<file path="src/assert_macros.svh">
// ---------------------------------------------------------------------------
// Assertion macros
// Concurrent assertion helper macro for the tracked object table.
// ---------------------------------------------------------------------------
`ifndef ASSERT_MACROS_SVH
`define ASSERT_MACROS_SVH

// Checked at every rising clock edge outside reset.
`define ASSERT_CLK(label, prop, msg) \
  label: assert property (@(posedge clk) disable iff (!rst_n) prop) else $error(msg);

`endif

</file>
<file path="src/tote_pkg.sv">
// ---------------------------------------------------------------------------
// Tracked object table package
// Field layout, register indexes, codes and control types.
// ---------------------------------------------------------------------------
package tote_pkg;

  localparam int IN_DATA_W  = 144;
  localparam int IN_USER_W  = 2;
  localparam int OUT_DATA_W = 48;
  localparam int CFG_ADDR_W = 3;
  localparam int CFG_DATA_W = 32;

  localparam int IN_MMSI_LO  = 0;
  localparam int IN_LAT_LO   = 30;
  localparam int IN_LON_LO   = 58;
  localparam int IN_HSTAT_LO = 87;
  localparam int IN_LEN_LO   = 88;
  localparam int IN_TYPE_LO  = 98;
  localparam int IN_NOW_LO   = 106;

  localparam logic [1:0] KIND_POS    = 2'd0;
  localparam logic [1:0] KIND_STATIC = 2'd1;
  localparam logic [1:0] KIND_EXPIRE = 2'd2;
  localparam logic [1:0] KIND_NONE   = 2'd3;

  localparam logic [CFG_ADDR_W-1:0] REG_CENTRE_LAT = 3'd0;
  localparam logic [CFG_ADDR_W-1:0] REG_CENTRE_LON = 3'd1;
  localparam logic [CFG_ADDR_W-1:0] REG_LON_SCALE  = 3'd2;
  localparam logic [CFG_ADDR_W-1:0] REG_LAT_SCALE  = 3'd3;
  localparam logic [CFG_ADDR_W-1:0] REG_TTL_MS     = 3'd4;
  localparam logic [CFG_ADDR_W-1:0] REG_MIN_LEN    = 3'd5;

  localparam logic [7:0] TYPE_SAIL     = 8'd36;
  localparam logic [7:0] TYPE_PLEASURE = 8'd37;

  typedef struct packed {
    logic       latch;
    logic       scan_clr;
    logic       scan;
    logic       ev;
    logic [1:0] ev_ph;
    logic       ev_first;
    logic       place;
    logic       commit;
    logic       sweep;
    logic       sweep_end;
    logic       resp;
  } dp_cmd_t;

  typedef struct packed {
    logic is_stat;
    logic is_sweep;
    logic skip;
    logic tbl_hit;
    logic full;
    logic k_in_live;
    logic out_busy;
  } dp_stat_t;

endpackage

</file>
<file path="src/tote_ctrl.sv">
// ---------------------------------------------------------------------------
// Tracked object table controller
// Sequences lookup, eviction, commit and expire sweep over the datapath.
// ---------------------------------------------------------------------------
module tote_ctrl import tote_pkg::*; #(
  parameter int TABLE_DEPTH = 16,
  parameter int CACHE_DEPTH = 32,
  parameter int KW = 6
) (
  input  logic          clk,
  input  logic          rst_n,
  input  logic          in_tvalid,
  output logic          in_tready,
  input  dp_stat_t      stat,
  output dp_cmd_t       cmd,
  output logic [KW-1:0] scan_idx
);

  localparam int MAXD = (TABLE_DEPTH > CACHE_DEPTH) ? TABLE_DEPTH : CACHE_DEPTH;

  localparam logic [3:0] S_IDLE   = 4'd0;
  localparam logic [3:0] S_DISP   = 4'd1;
  localparam logic [3:0] S_SCAN   = 4'd2;
  localparam logic [3:0] S_DECIDE = 4'd3;
  localparam logic [3:0] S_EVICT  = 4'd4;
  localparam logic [3:0] S_PLACE  = 4'd5;
  localparam logic [3:0] S_COMMIT = 4'd6;
  localparam logic [3:0] S_SWEEP  = 4'd7;
  localparam logic [3:0] S_RESP   = 4'd8;

  logic [3:0]    state_r, state_nxt;
  logic [KW-1:0] k_r, k_nxt;
  logic [1:0]    ph_r, ph_nxt;

  assign in_tready = (state_r == S_IDLE);
  assign scan_idx  = k_r;

  always_comb begin
    state_nxt = state_r;
    k_nxt     = k_r;
    ph_nxt    = ph_r;
    cmd       = '0;
    unique case (state_r)
      S_IDLE: begin
        if (in_tvalid) begin
          cmd.latch = 1'b1;
          state_nxt = S_DISP;
        end
      end
      S_DISP: begin
        cmd.scan_clr = 1'b1;
        k_nxt        = '0;
        if (stat.skip) begin
          state_nxt = S_RESP;
        end else if (stat.is_sweep) begin
          state_nxt = S_SWEEP;
        end else begin
          state_nxt = S_SCAN;
        end
      end
      S_SCAN: begin
        cmd.scan = 1'b1;
        if (k_r == KW'(MAXD - 1)) begin
          state_nxt = S_DECIDE;
        end else begin
          k_nxt = k_r + 1'b1;
        end
      end
      S_DECIDE: begin
        k_nxt  = '0;
        ph_nxt = '0;
        if (stat.is_stat) begin
          state_nxt = S_COMMIT;
        end else if (stat.tbl_hit || !stat.full) begin
          state_nxt = S_PLACE;
        end else begin
          state_nxt = S_EVICT;
        end
      end
      S_EVICT: begin
        cmd.ev       = 1'b1;
        cmd.ev_ph    = ph_r;
        cmd.ev_first = (k_r == '0);
        ph_nxt       = ph_r + 1'b1;
        if (ph_r == 2'd3) begin
          if (k_r == KW'(TABLE_DEPTH - 1)) begin
            state_nxt = S_PLACE;
          end else begin
            k_nxt = k_r + 1'b1;
          end
        end
      end
      S_PLACE: begin
        cmd.place = 1'b1;
        state_nxt = S_COMMIT;
      end
      S_COMMIT: begin
        cmd.commit = 1'b1;
        state_nxt  = S_RESP;
      end
      S_SWEEP: begin
        if (stat.k_in_live) begin
          cmd.sweep = 1'b1;
          k_nxt     = k_r + 1'b1;
        end else begin
          cmd.sweep_end = 1'b1;
          state_nxt     = S_RESP;
        end
      end
      S_RESP: begin
        if (!stat.out_busy) begin
          cmd.resp  = 1'b1;
          state_nxt = S_IDLE;
        end
      end
      default: begin
        state_nxt = S_IDLE;
      end
    endcase
  end

  always_ff @(posedge clk) begin
    if (!rst_n) begin
      state_r <= S_IDLE;
      k_r     <= '0;
      ph_r    <= '0;
    end else begin
      state_r <= state_nxt;
      k_r     <= k_nxt;
      ph_r    <= ph_nxt;
    end
  end

endmodule

</file>
<file path="config.mk">
export PLATFORM = sky130hd
export DESIGN_NAME = tote_ctrl
export DESIGN_NICKNAME = d
export VERILOG_FILES = /design/src/assert_macros.svh /design/src/tote_pkg.sv /design/src/tote_ctrl.sv
export SDC_FILE = /design/constraint.sdc
export NUM_CORES = 1
export LEC_CHECK = 0
export BUFFER_PORTS_ARGS = -buffer_cell sky130_fd_sc_hd__clkbuf_2
export CAP_MARGIN = 5
export CORE_UTILIZATION = 30
export DETAILED_ROUTE_END_ITERATION = 16
export GPL_TIMING_DRIVEN = 1
export PLACE_DENSITY = 0.48
export SKIP_LAST_GASP = 1
export SYNTH_ARGS = -nofsm -noshare
export SYNTH_HDL_FRONTEND = slang
export SYNTH_SLANG_ARGS = --single-unit
</file>
<file path="constraint.sdc">
create_clock -name clk -period 5.6 [get_ports clk]
set_clock_uncertainty 0.2 [all_clocks]
set_input_delay 0.56 -clock clk [delete_from_list [all_inputs] [get_ports clk]]
set_output_delay 0.56 -clock clk [all_outputs]
set_load 0.01 [all_outputs]
</file>
==> results.md, run 1 <==
* Pre-CTS setup slack at 2.90 ns
* Predominant post-synthesis flop cell: dfxtp_1
* Synth area leaders: dfxtp_1, ha_1, nand2_1
* Flops & latches, synth at 12
* Post-Synth XOR/XNOR Area at 0.00886
* Unrepaired setup endpoints after global routing: no
* # diodes at 0
* Mux cell area share after synthesis at 0.0304
* Post-route ant nets at 0
* CP endpoint kind: primary output
* Net Count, Synth at 136
* CTS tree: yes
* Synth Area in Compound Gates at 0.237
* Worst reg2reg path depth at 4
* CP startpoint: state_r[0]
* # rows at 20
* Share of cells above drive strength 1 at 0.253
* Multi-input gate area at 674 sq um
* Dominant cell type by area after synthesis: dfxtp_1
* Total grt overflow at 0
* Die area at 3530 sq um
* # IOs at 29
* Most common cell after layout, fill and taps aside: clkbuf_2
* DR vias at between 900 and 1k
* # DRC at 0
* Most frequent cells in the layout: clkbuf_2, dfxtp_1, nand2_1
* Cells after Synth at 123
* Area Growth Syn to Fin at 18.2%
* Top cell type's share of synthesized area at 0.243
* Hold buffers post-CTS at 0
* Worst-path clk slew at 0.08 ns
* Worst R2R Setup Slack at just over 3 ns
* Vias per cell at 5.21
* Fmax at 330 MHz
* Clock tree sinks at 12
* Final setup viols at 0
* CP Cell Sequence: nor3b_1 > and2_1 > clkbuf_2
* Final GP Congestion at 0.734
* Clock buffer depth at 2
* YS warnings at 0
* # Post-CTS Setup Buffers at 0
* Slew of the pin with the lowest slew margin at 1.05 ns
* Leak at 0.457 nW
* CP max stage delay at 0.91 ns
* Status: complete, no violations
* Max IR drop VDD at 134 uV
* Syn_area_per_cell at 8.04 sq um
* DP HPWL at between 1500 and 2000 um
* FFs w/ async S/R, synth at 0
* Worst path bufs/invs at 1
* Initial DRC count at 33
* Post-Syn Area at 988 sq um
* Utilization after layout at 0.380
* Largest net degree at the start of global routing at 26
* Number of global-route vias before repair at roughly 860
* Destination of the worst hold path: ph_r[1]
* Fill count at 340
* Clk_lat worst skew at 0.28 ns
* First-pass GRT wire length at approximately 4000 um
* Count of cell types in the netlist at 43
* CTS HTree Levels at 1
* Core area at 3080 sq um
* Setup TNS at 0 ns
* Fin crit share at 0.542
* Initial antenna violation count at 0
* PostCTS Resize Cnt at 0
* 1st-pass router iterations at 4
* Final hold violation count at 0
* Worst hold path type: reg2reg
* Starting Density at 0.321
* CP top delay family: simple AND/OR/NAND/NOR gates
* Total GRT Usage at 0.144
* Maxcap violations at 0
* PnR Total Power at between 0.0003 and 0.0004 W
* Chip height at 59.4 um
* Hold-critical path depth at 2
* Total CTS buffers at 3
* Final WS setup at 2.57 ns
* Register area at 240 sq um
* Die W at roughly 59 um
* Port Buffers at 28
* WL/cell at 12.7 um
* Nets at 160
* Worst R2R End: scan_idx[4]
* Number of enable flip-flop cells after synthesis at 0
* Worst hold start: ph_r[1]
* Final Non-Filler Cells at 190
* Slew Viols, Final at 0
* Crit path max fanout at 18
* Area share of fa/ha/maj cells after synthesis at 0.0380
* Simple-gate share of the synthesized area at 0.368
* Largest family of logic cells by synthesized area: simple AND/OR/NAND/NOR gates
* Minimum clock period at 3.03 ns
* Register area share after synthesis at 0.243
* CTS root buffer: clkbuf_4
* Data arrival, critical path at around 2.3 ns
* CP Class: reg2out
* Crit path required time at 4.84 ns
* RR Startpoint: state_r[0]
* Startpoint types: flip-flop
* Crit-path slowest cell: nor3b_1
* Slew margin rel. at 0.302
* PwrDens at roughly 340 nW/um^2
* Detailed Route WL at 2420 um
* DP Cell Count at 186
routing by layer:
layer  share of wire  wire length, um  up-vias  track usage
met5               0                0        -            0
met4               0                0        0       0.0204
met3           0.041               98        0       0.0437
met2            0.48             1150       16        0.234
met1            0.48             1170      472        0.190
li1                -                -      502            -
how the worst max path moves through the flow:
| stage | endpoint | slack, ns | cells after the start |
|---|---|---|---|
| after floorplan | cmd[11] | 3.44 | 4 |
| after global placement | cmd[10] | 2.97 | 3 |
| after detailed placement | cmd[10] | 2.90 | 3 |
| after CTS | cmd[10] | 2.59 | 3 |
| after global routing | cmd[10] | 2.38 | 3 |
| final | cmd[10] | 2.57 | 3 |
synth_stat cells, types with 4 or more instances:
| cell type | count |
|---|---|
| dfxtp_1 | 12 |
| nand2_1 | 10 |
| nor2_1 | 9 |
| a21oi_1 | 6 |
| inv_1 | 6 |
| clkbuf_1 | 5 |
| nand3b_1 | 5 |
| nor2b_1 | 5 |
| and2_1 | 4 |
| nand2b_1 | 4 |
| o21ai_0 | 4 |
| o311ai_0 | 4 |
cell families after synthesis:
kind of cell | after synthesis
buffers and inverters | 15
AND/OR/NAND/NOR | 59
flip-flops | 12
AO/OA/AOI/OAI | 30
multiplexers | 3
XOR/XNOR | 1
adder cells (fa/ha/maj) | 3
final cells by class:
| type | instances | area share |
|---|---|---|
| repair buffers | 28 | 0.120 |
| multi-input cells | 96 | 0.577 |
| inverters | 6 | 0.0193 |
| flip-flops and latches | 12 | 0.206 |
| clock buffers | 4 | 0.0310 |
| well taps | 44 | 0.0471 |
worst reg2reg max path, delay by kind of cell, from the launching register on:
kind             cells  cell delay (ns)
AO/OA/AOI/OAI        2             0.45
AND/OR/NAND/NOR      2             1.01
flip-flops           1             0.71
flip-flops by register name, summed over array words and instances (netlist names):
name,cells
state_r,4
ph_r,2
scan_idx,6
report_power, final:
part	internal (W)	total [W]	switching (W)	leakage, nW
Sequential	0.0000982	0.000147	0.0000485	0.0973
Combinational	0.0000865	0.000182	0.0000956	0.339
Clock	0.0000395	0.0000700	0.0000304	0.0210
stage by stage:
| step | cell area (sq um) | hold WS, ns |
|---|---|---|
| 3_3_place_gp | 1130 | 0.310 |
| 5_1_grt | 1170 | 0.349 |
| 2_1_floorplan | 988 | 0.278 |
| 6_report | 1170 | 0.319 |
| 4_1_cts | 1170 | 0.324 |
| 3_5_place_dp | 1130 | 0.307 |
(Power assumes the default switching activity.)
==> inputs of run 2 (changes only) <==
Settings changed: ABC_AREA set to 1.
Clock period 5.6 ns to 2.8 ns, I/O delays scaled along.
==> run 2 against run 1 <==
Against the previous run: via count up 5.8%; core utilization up 0.79 points; worst setup slack worse by 1.7 ns; flip-flop and latch count unchanged; synthesized cell count up 28%; final cell count up 22%; largest power group unchanged; area after synthesis down 3.3%; power up 150%; sequential power up 79%; register-to-register slack worse by 2.1 ns; non-clock buffer count unchanged.
==> results.md, run 2 <==
* Status: complete, no violations
* YS warnings at 0 (unchanged)
* Data arrival, critical path at 1.41 ns (-0.86 ns)
* Clock tree sinks at 12 (unchanged)
* # IOs at 29 (unchanged)
* FFs w/ async S/R, synth at 0 (unchanged)
* DR vias at 1047 (+5.8%)
* Nets at 203 (+27%)
* Net Count, Synth at 170 (+25%)
* Synth area leaders: dfxtp_1, nand2_1, nor2_1
* Startpoint types: flip-flop
* Total GRT Usage at 0.161 (+0.0173)
* Most common cell after layout, fill and taps aside: nand2_1
* Final WS setup at 0.911 ns (-1.65 ns)
* First-pass GRT wire length at 4270 um (+7.9%)
* Largest register FFs at 6 (unchanged)
* Final GP Congestion at 0.829 (+13%)
* PnR Total Power at 0.000982 W (+150%)
* Initial antenna violation count at 0 (unchanged)
* Number of global-route vias before repair at 964 (+12%)
* Fmax at 529 MHz
* Predominant post-synthesis flop cell: dfxtp_1
* Top-count cell post-synth: nand2_1
* Minimum clock period at 1.89 ns
* CP top delay family: simple AND/OR/NAND/NOR gates
* Unrepaired setup endpoints after global routing: no
* Crit path required time at 2.32 ns (-2.52 ns)
* PwrDens at 837 nW/um^2 (+150%)
* Initial DRC count at 25 (-24%)
* Clock buffer depth at 2 (unchanged)
* DP HPWL at 1960 um (+11%)
* Worst hold path type: in2reg
* CTS HTree Levels at 1 (unchanged)
* Slew margin rel. at 0.797 (+0.496)
* Maxcap violations at 0 (unchanged)
* Largest net degree at the start of global routing at 9 (-65%)
* Commonest cells post-synth: nand2_1, nor2_1, inv_1
* Final hold violation count at 0 (unchanged)
* PostCTS Resize Cnt at 0 (unchanged)
* CP max stage delay at 0.39 ns (-0.52 ns)
* Number of enable flip-flop cells after synthesis at 0 (unchanged)
* Slew Viols, Final at 0 (unchanged)
* Worst path bufs/invs at 1 (unchanged)
* CTS tree: yes
* Setup TNS at 0 ns (unchanged)
* Chip height at 58.5 um (-1.6%)
* Top cell type's share of synthesized area at 0.251 (+0.00827)
* Count of cell types in the netlist at 22 (-49%)
* Final setup viols at 0 (unchanged)
* Fill count at 353 (+3.8%)
* Dominant cell type by area after synthesis: dfxtp_1
* Most frequent cells in the layout: nand2_1, clkbuf_2, nor2_1
* DP Cell Count at 229 (+23%)
* # rows at 20 (unchanged)
* Detailed Route WL at 2440 um (+1.1%)
* # diodes at 0 (unchanged)
* Area Growth Syn to Fin at 22.8%
* Fin crit share at 0.675
* # DRC at 0 (unchanged)
* WL/cell at 10.5 um (-17%)
* Vias per cell at 4.51 (-13%)
* Flops & latches, synth at 12 (unchanged)
* CP Cell Sequence: nor2_4 > nand2_2 > nor2_1 > clkbuf_2
* CP endpoint kind: primary output
* Clk_lat worst skew at 0.27 ns (about the same)
* Die W at 58.5 um (-1.6%)
* Leak at 0.633 nW (+38%)
* Crit path max fanout at 8 (-10)
* Die area at 3420 sq um (-3.2%)
* Hold buffers post-CTS at 0 (unchanged)
* Worst-path clk slew at 0.08 ns (about the same)
* Register area share after synthesis at 0.251 (+0.00827)
* Pre-CTS setup slack at 1.05 ns (-1.85 ns)
* Syn_area_per_cell at 6.09 sq um (-24%)
* Share of cells above drive strength 1 at 0.266 (+0.0125)
* Post-Syn Area at 956 sq um (-3.3%)
* Total CTS buffers at 3 (unchanged)
* # Post-CTS Setup Buffers at 0 (unchanged)
* Final Non-Filler Cells at 232 (+22%)
* Core area at 3030 sq um (-1.6%)
* 1st-pass router iterations at 4 (unchanged)
* Max IR drop VDD at 349 uV (+160%)
* CTS root buffer: clkbuf_4
* Slew of the pin with the lowest slew margin at 0.304 ns (-0.742 ns)
* Total grt overflow at 0 (unchanged)
* Starting Density at 0.316 (-0.00544)
* CP Class: reg2out
* Post-route ant nets at 0 (unchanged)
* Crit-path slowest cell: dfxtp_1
* Cells after Synth at 157 (+28%)
* Port Buffers at 28 (unchanged)
run 2: cell count changes after synthesis, sizes merged, moves of 6 or more:
cell | previous run | this run
inv | 6 | 26
a21oi | 6 | 12
nor2 | 9 | 33
nand3 | 3 | 18
nand2 | 10 | 41
run 2: layer usage:
| layer | track usage | vias to the layer above | wire [um] |
|---|---|---|---|
| met2 | 0.259 | 19 | 1100 |
| li1 | - | 557 | - |
| met1 | 0.220 | 469 | 1240 |
| met5 | 0 | - | 0 |
| met3 | 0.0396 | 2 | 88 |
| met4 | 0.0306 | 0 | 13 |
run 2: worst paths after layout:
check	cells after the start	start	slack, ns	endpoint
setup reg to reg	9	scan_idx[1]	1.03	scan_idx[1]
setup / recovery	4	state_r[3]	0.91	cmd[10]
hold / removal	3	rst_n	0.09	state_r[2]
hold reg to reg	1	ph_r[0]	0.30	ph_r[0]
run 2: cell type report:
class | instances | area (sq um) | share of cell area
tap | 44 | 55.1 | 0.0469
sequential | 12 | 240 | 0.205
multi-input combinational | 118 | 614 | 0.523
timing repair buffer | 28 | 140 | 0.119
clock buffer | 3 | 22.5 | 0.0192
inverter | 27 | 101 | 0.0864
run 2: power breakdown:
group          internal (W)  switching, W  total [W]
clock network     0.0000497     0.0000574   0.000107
registers          0.000210     0.0000527   0.000263
logic              0.000212      0.000400   0.000612
run 2: cell families (layout without fill, tap and decap cells):
kind of cell	after synthesis	after routing	share of synthesized area
AOI/OAI and AO/OA	15	15	0.0825
xor gates and xnor gates	1	1	0.00916
and+or+nand+nor	99	99	0.512
adders and majority gates	3	3	0.0393
buffers and inverters	27	58	0.106
DFF	12	12	0.251
run 2: metrics by stage:
stage / area (sq um) / util / hold slack (ns)
final: 1170 / 0.388 / 0.0878
after global routing: 1170 / 0.388 / 0.0935
after CTS: 1170 / 0.388 / 0.0742
after detailed placement: 1150 / 0.380 / 0.284
after global placement: 1150 / 0.380 / 0.270
after floorplan: 956 / - / 0.200
run 2: tightest hold or removal path, delay by kind of cell:
| kind | cells | cell delay, ns |
|---|---|---|
| AND/OR/NAND/NOR | 2 | 0.11 |
| buffers and inverters | 1 | 0.13 |
==> inputs of run 3 (changes only) <==
Settings changed: ABC_AREA 1 to 0.
Clock period 2.8 ns to 1.8 ns, I/O delays scaled along.
==> run 3 against run 2 <==
Against the previous run: the flow now finishes with violations (negative setup slack); count of clock-buffer cells in the layout grew 1; critical endpoint is now scan_idx[1]; power grew 72%; final cell count shrank 1.3%; non-clock buffer count increased by 39; wire length rose by 18%; global-route usage rose by 0.43 points; sequential share of layout area is 4.4 points lower; hold slack worse by 0.016 ns; sequential power rose by 44%; first-iteration DRC count increased by 32%.
==> results.md, run 3 (synthesis results as in run 1) <==
* Total CTS buffers at 3 (unchanged)
* Data arrival, critical path at 1.89 ns (+0.48 ns)
* Chip height at 59.4 um (+1.6%)
* Pre-CTS setup slack at -0.101 ns (-1.15 ns)
* # DRC at 0 (unchanged)
* WL/cell at 12.6 um (+20%)
* Initial antenna violation count at 0 (unchanged)
* Max IR drop VDD at 490 uV (+41%)
* PwrDens at 1050 nW/um^2 (+25%)
* Clk_lat worst skew at 0.28 ns (about the same)
* Clock buffer depth at 2 (unchanged)
* Startpoint types: flip-flop
* Core area at 3080 sq um (+1.7%)
* Final GP Congestion at 0.788 (-4.9%)
* Post-route cell area at 1610 sq um (+38%)
* Total GRT Usage at 0.165 (+0.00432)
* Largest register FFs at 6 (unchanged)
* Port Buffers at 28 (unchanged)
* Fmax at roughly 530 MHz
* Crit path required time at 1.82 ns (-0.50 ns)
* Vias per cell at 5.02 (+11%)
* CTS root buffer: clkbuf_4
* # IOs at 29 (unchanged)
* Slew Viols, Final at 0 (unchanged)
* First-pass GRT wire length at 4440 um (+4.0%)
* Final hold violation count at 0 (unchanged)
* CP endpoint kind: flip-flop
* Fin crit share at 1.04
* CP top delay family: simple AND/OR/NAND/NOR gates
* Most frequent cells in the layout: buf_4, clkbuf_2, nand2_1
* Slew of the pin with the lowest slew margin at 0.382 ns (+0.0786 ns)
* Final WS setup at -0.0715 ns (-0.983 ns)
* PnR Total Power at 0.00169 W (+72%)
* CP Class: reg2reg
* Die area at 3530 sq um (+3.3%)
* Crit path max fanout at 6 (-2)
* Share of cells above drive strength 1 at 0.524 (+0.258)
* Minimum clock period at 1.87 ns
* Hold slack at 0.0716 ns (-0.0162 ns)
* CP Cell Sequence: ha_4 > nand4b_1 > buf_4 > a2111oi_4 > buf_4 > or4b_4 > a21oi_2
* Detailed Route WL at 2890 um (+18%)
* DP Area at 1340 sq um (+17%)
* Unrepaired setup endpoints after global routing: yes
* Worst path bufs/invs at 2 (+1)
* Leak at 0.702 nW (+11%)
* Crit-path slowest cell: or4b_4
* Area Growth Syn to Fin at 63.3%
* # diodes at 0 (unchanged)
* DP HPWL at 2020 um (+2.7%)
* Total grt overflow at 0 (unchanged)
* CTS HTree Levels at 1 (unchanged)
* Nets at 199 (-2.0%)
* Die W at 59.4 um (+1.6%)
* CTS tree: yes
* 1st-pass router iterations at 4 (unchanged)
* Final setup viols at 7 (+7)
* Clock tree sinks at 12 (unchanged)
* DR vias at 1149 (+9.7%)
* Worst-path clk slew at 0.09 ns (about the same)
* Worst hold path type: in2reg
* Starting Density at 0.321 (+0.00544)
* Largest net degree at the start of global routing at 12 (+3)
* Critical Path Most Common Cell: buf_4
* Number of global-route vias before repair at 963 (-0.10%)
* Setup TNS at -0.157 ns (-0.157 ns)
* Failing checks: negative setup slack
* Post-route ant nets at 0 (unchanged)
* Slew margin rel. at 0.745 (-0.0525)
* CP max stage delay at 0.48 ns (+0.09 ns)
* Maxcap violations at 0 (unchanged)
* Initial DRC count at 33 (+32%)
* Status: finished with violations
* # rows at 20 (unchanged)
* Most common cell after layout, fill and taps aside: buf_4
## run 3: worst paths after layout
kind,depth (start not counted),slack (ns),endpoint,from
worst min-delay path,4,0.07,state_r[0],stat[6]
worst max-delay path,7,-0.07,scan_idx[1],scan_idx[0]
worst min register to register,2,0.38,scan_idx[5],scan_idx[5]
worst max register to register,7,-0.07,scan_idx[1],scan_idx[0]
## run 3: repair_timing
| item | in CTS | in global routing |
|---|---|---|
| gates resized for setup | 19 | 23 |
| pin swaps | 12 | 9 |
| hold buffers | 0 | 0 |
| setup buffers | 6 | 6 |
| endpoints found under the setup margin | 17 | 18 |
## run 3: report_power, final
group          switching (W)  total [W]  internal (W)
clock               0.000105   0.000228      0.000123
sequential         0.0000587   0.000380      0.000322
combinational       0.000506    0.00108      0.000572
## run 3: metrics by stage
stage	util	std cells
2_1_floorplan	-	123
3_3_place_gp	0.437	213
3_5_place_dp	0.437	213
4_1_cts	0.481	223
5_1_grt	0.524	229
6_report	0.524	229
## run 3: layer usage
layer	share of wire	up-vias	wire length, um	track usage
met1	0.48	538	1380	0.235
met5	0	-	0	0
met3	0.046	0	132	0.0480
met4	0	0	0	0.0204
li1	-	580	-	-
met2	0.48	31	1370	0.252
## run 3: cell type report
class | instances | area [sq um]
Sequential cell | 12 | 259
Timing Repair Buffer | 67 | 474
Clock buffer | 4 | 36.3
Fill cell | 295 | 1460
Inverter | 6 | 22.5
Tap cell | 44 | 55.1
Multi-Input combinational cell | 96 | 767
## run 3: worst register-to-register path, cell delays in order, from the launching register on
cell and delay [ns]:
dfxtp_2 0.34, ha_4 0.16, nand4b_1 0.14, buf_4 0.15
a2111oi_4 0.03, buf_4 0.16, or4b_4 0.48, a21oi_2 0.14
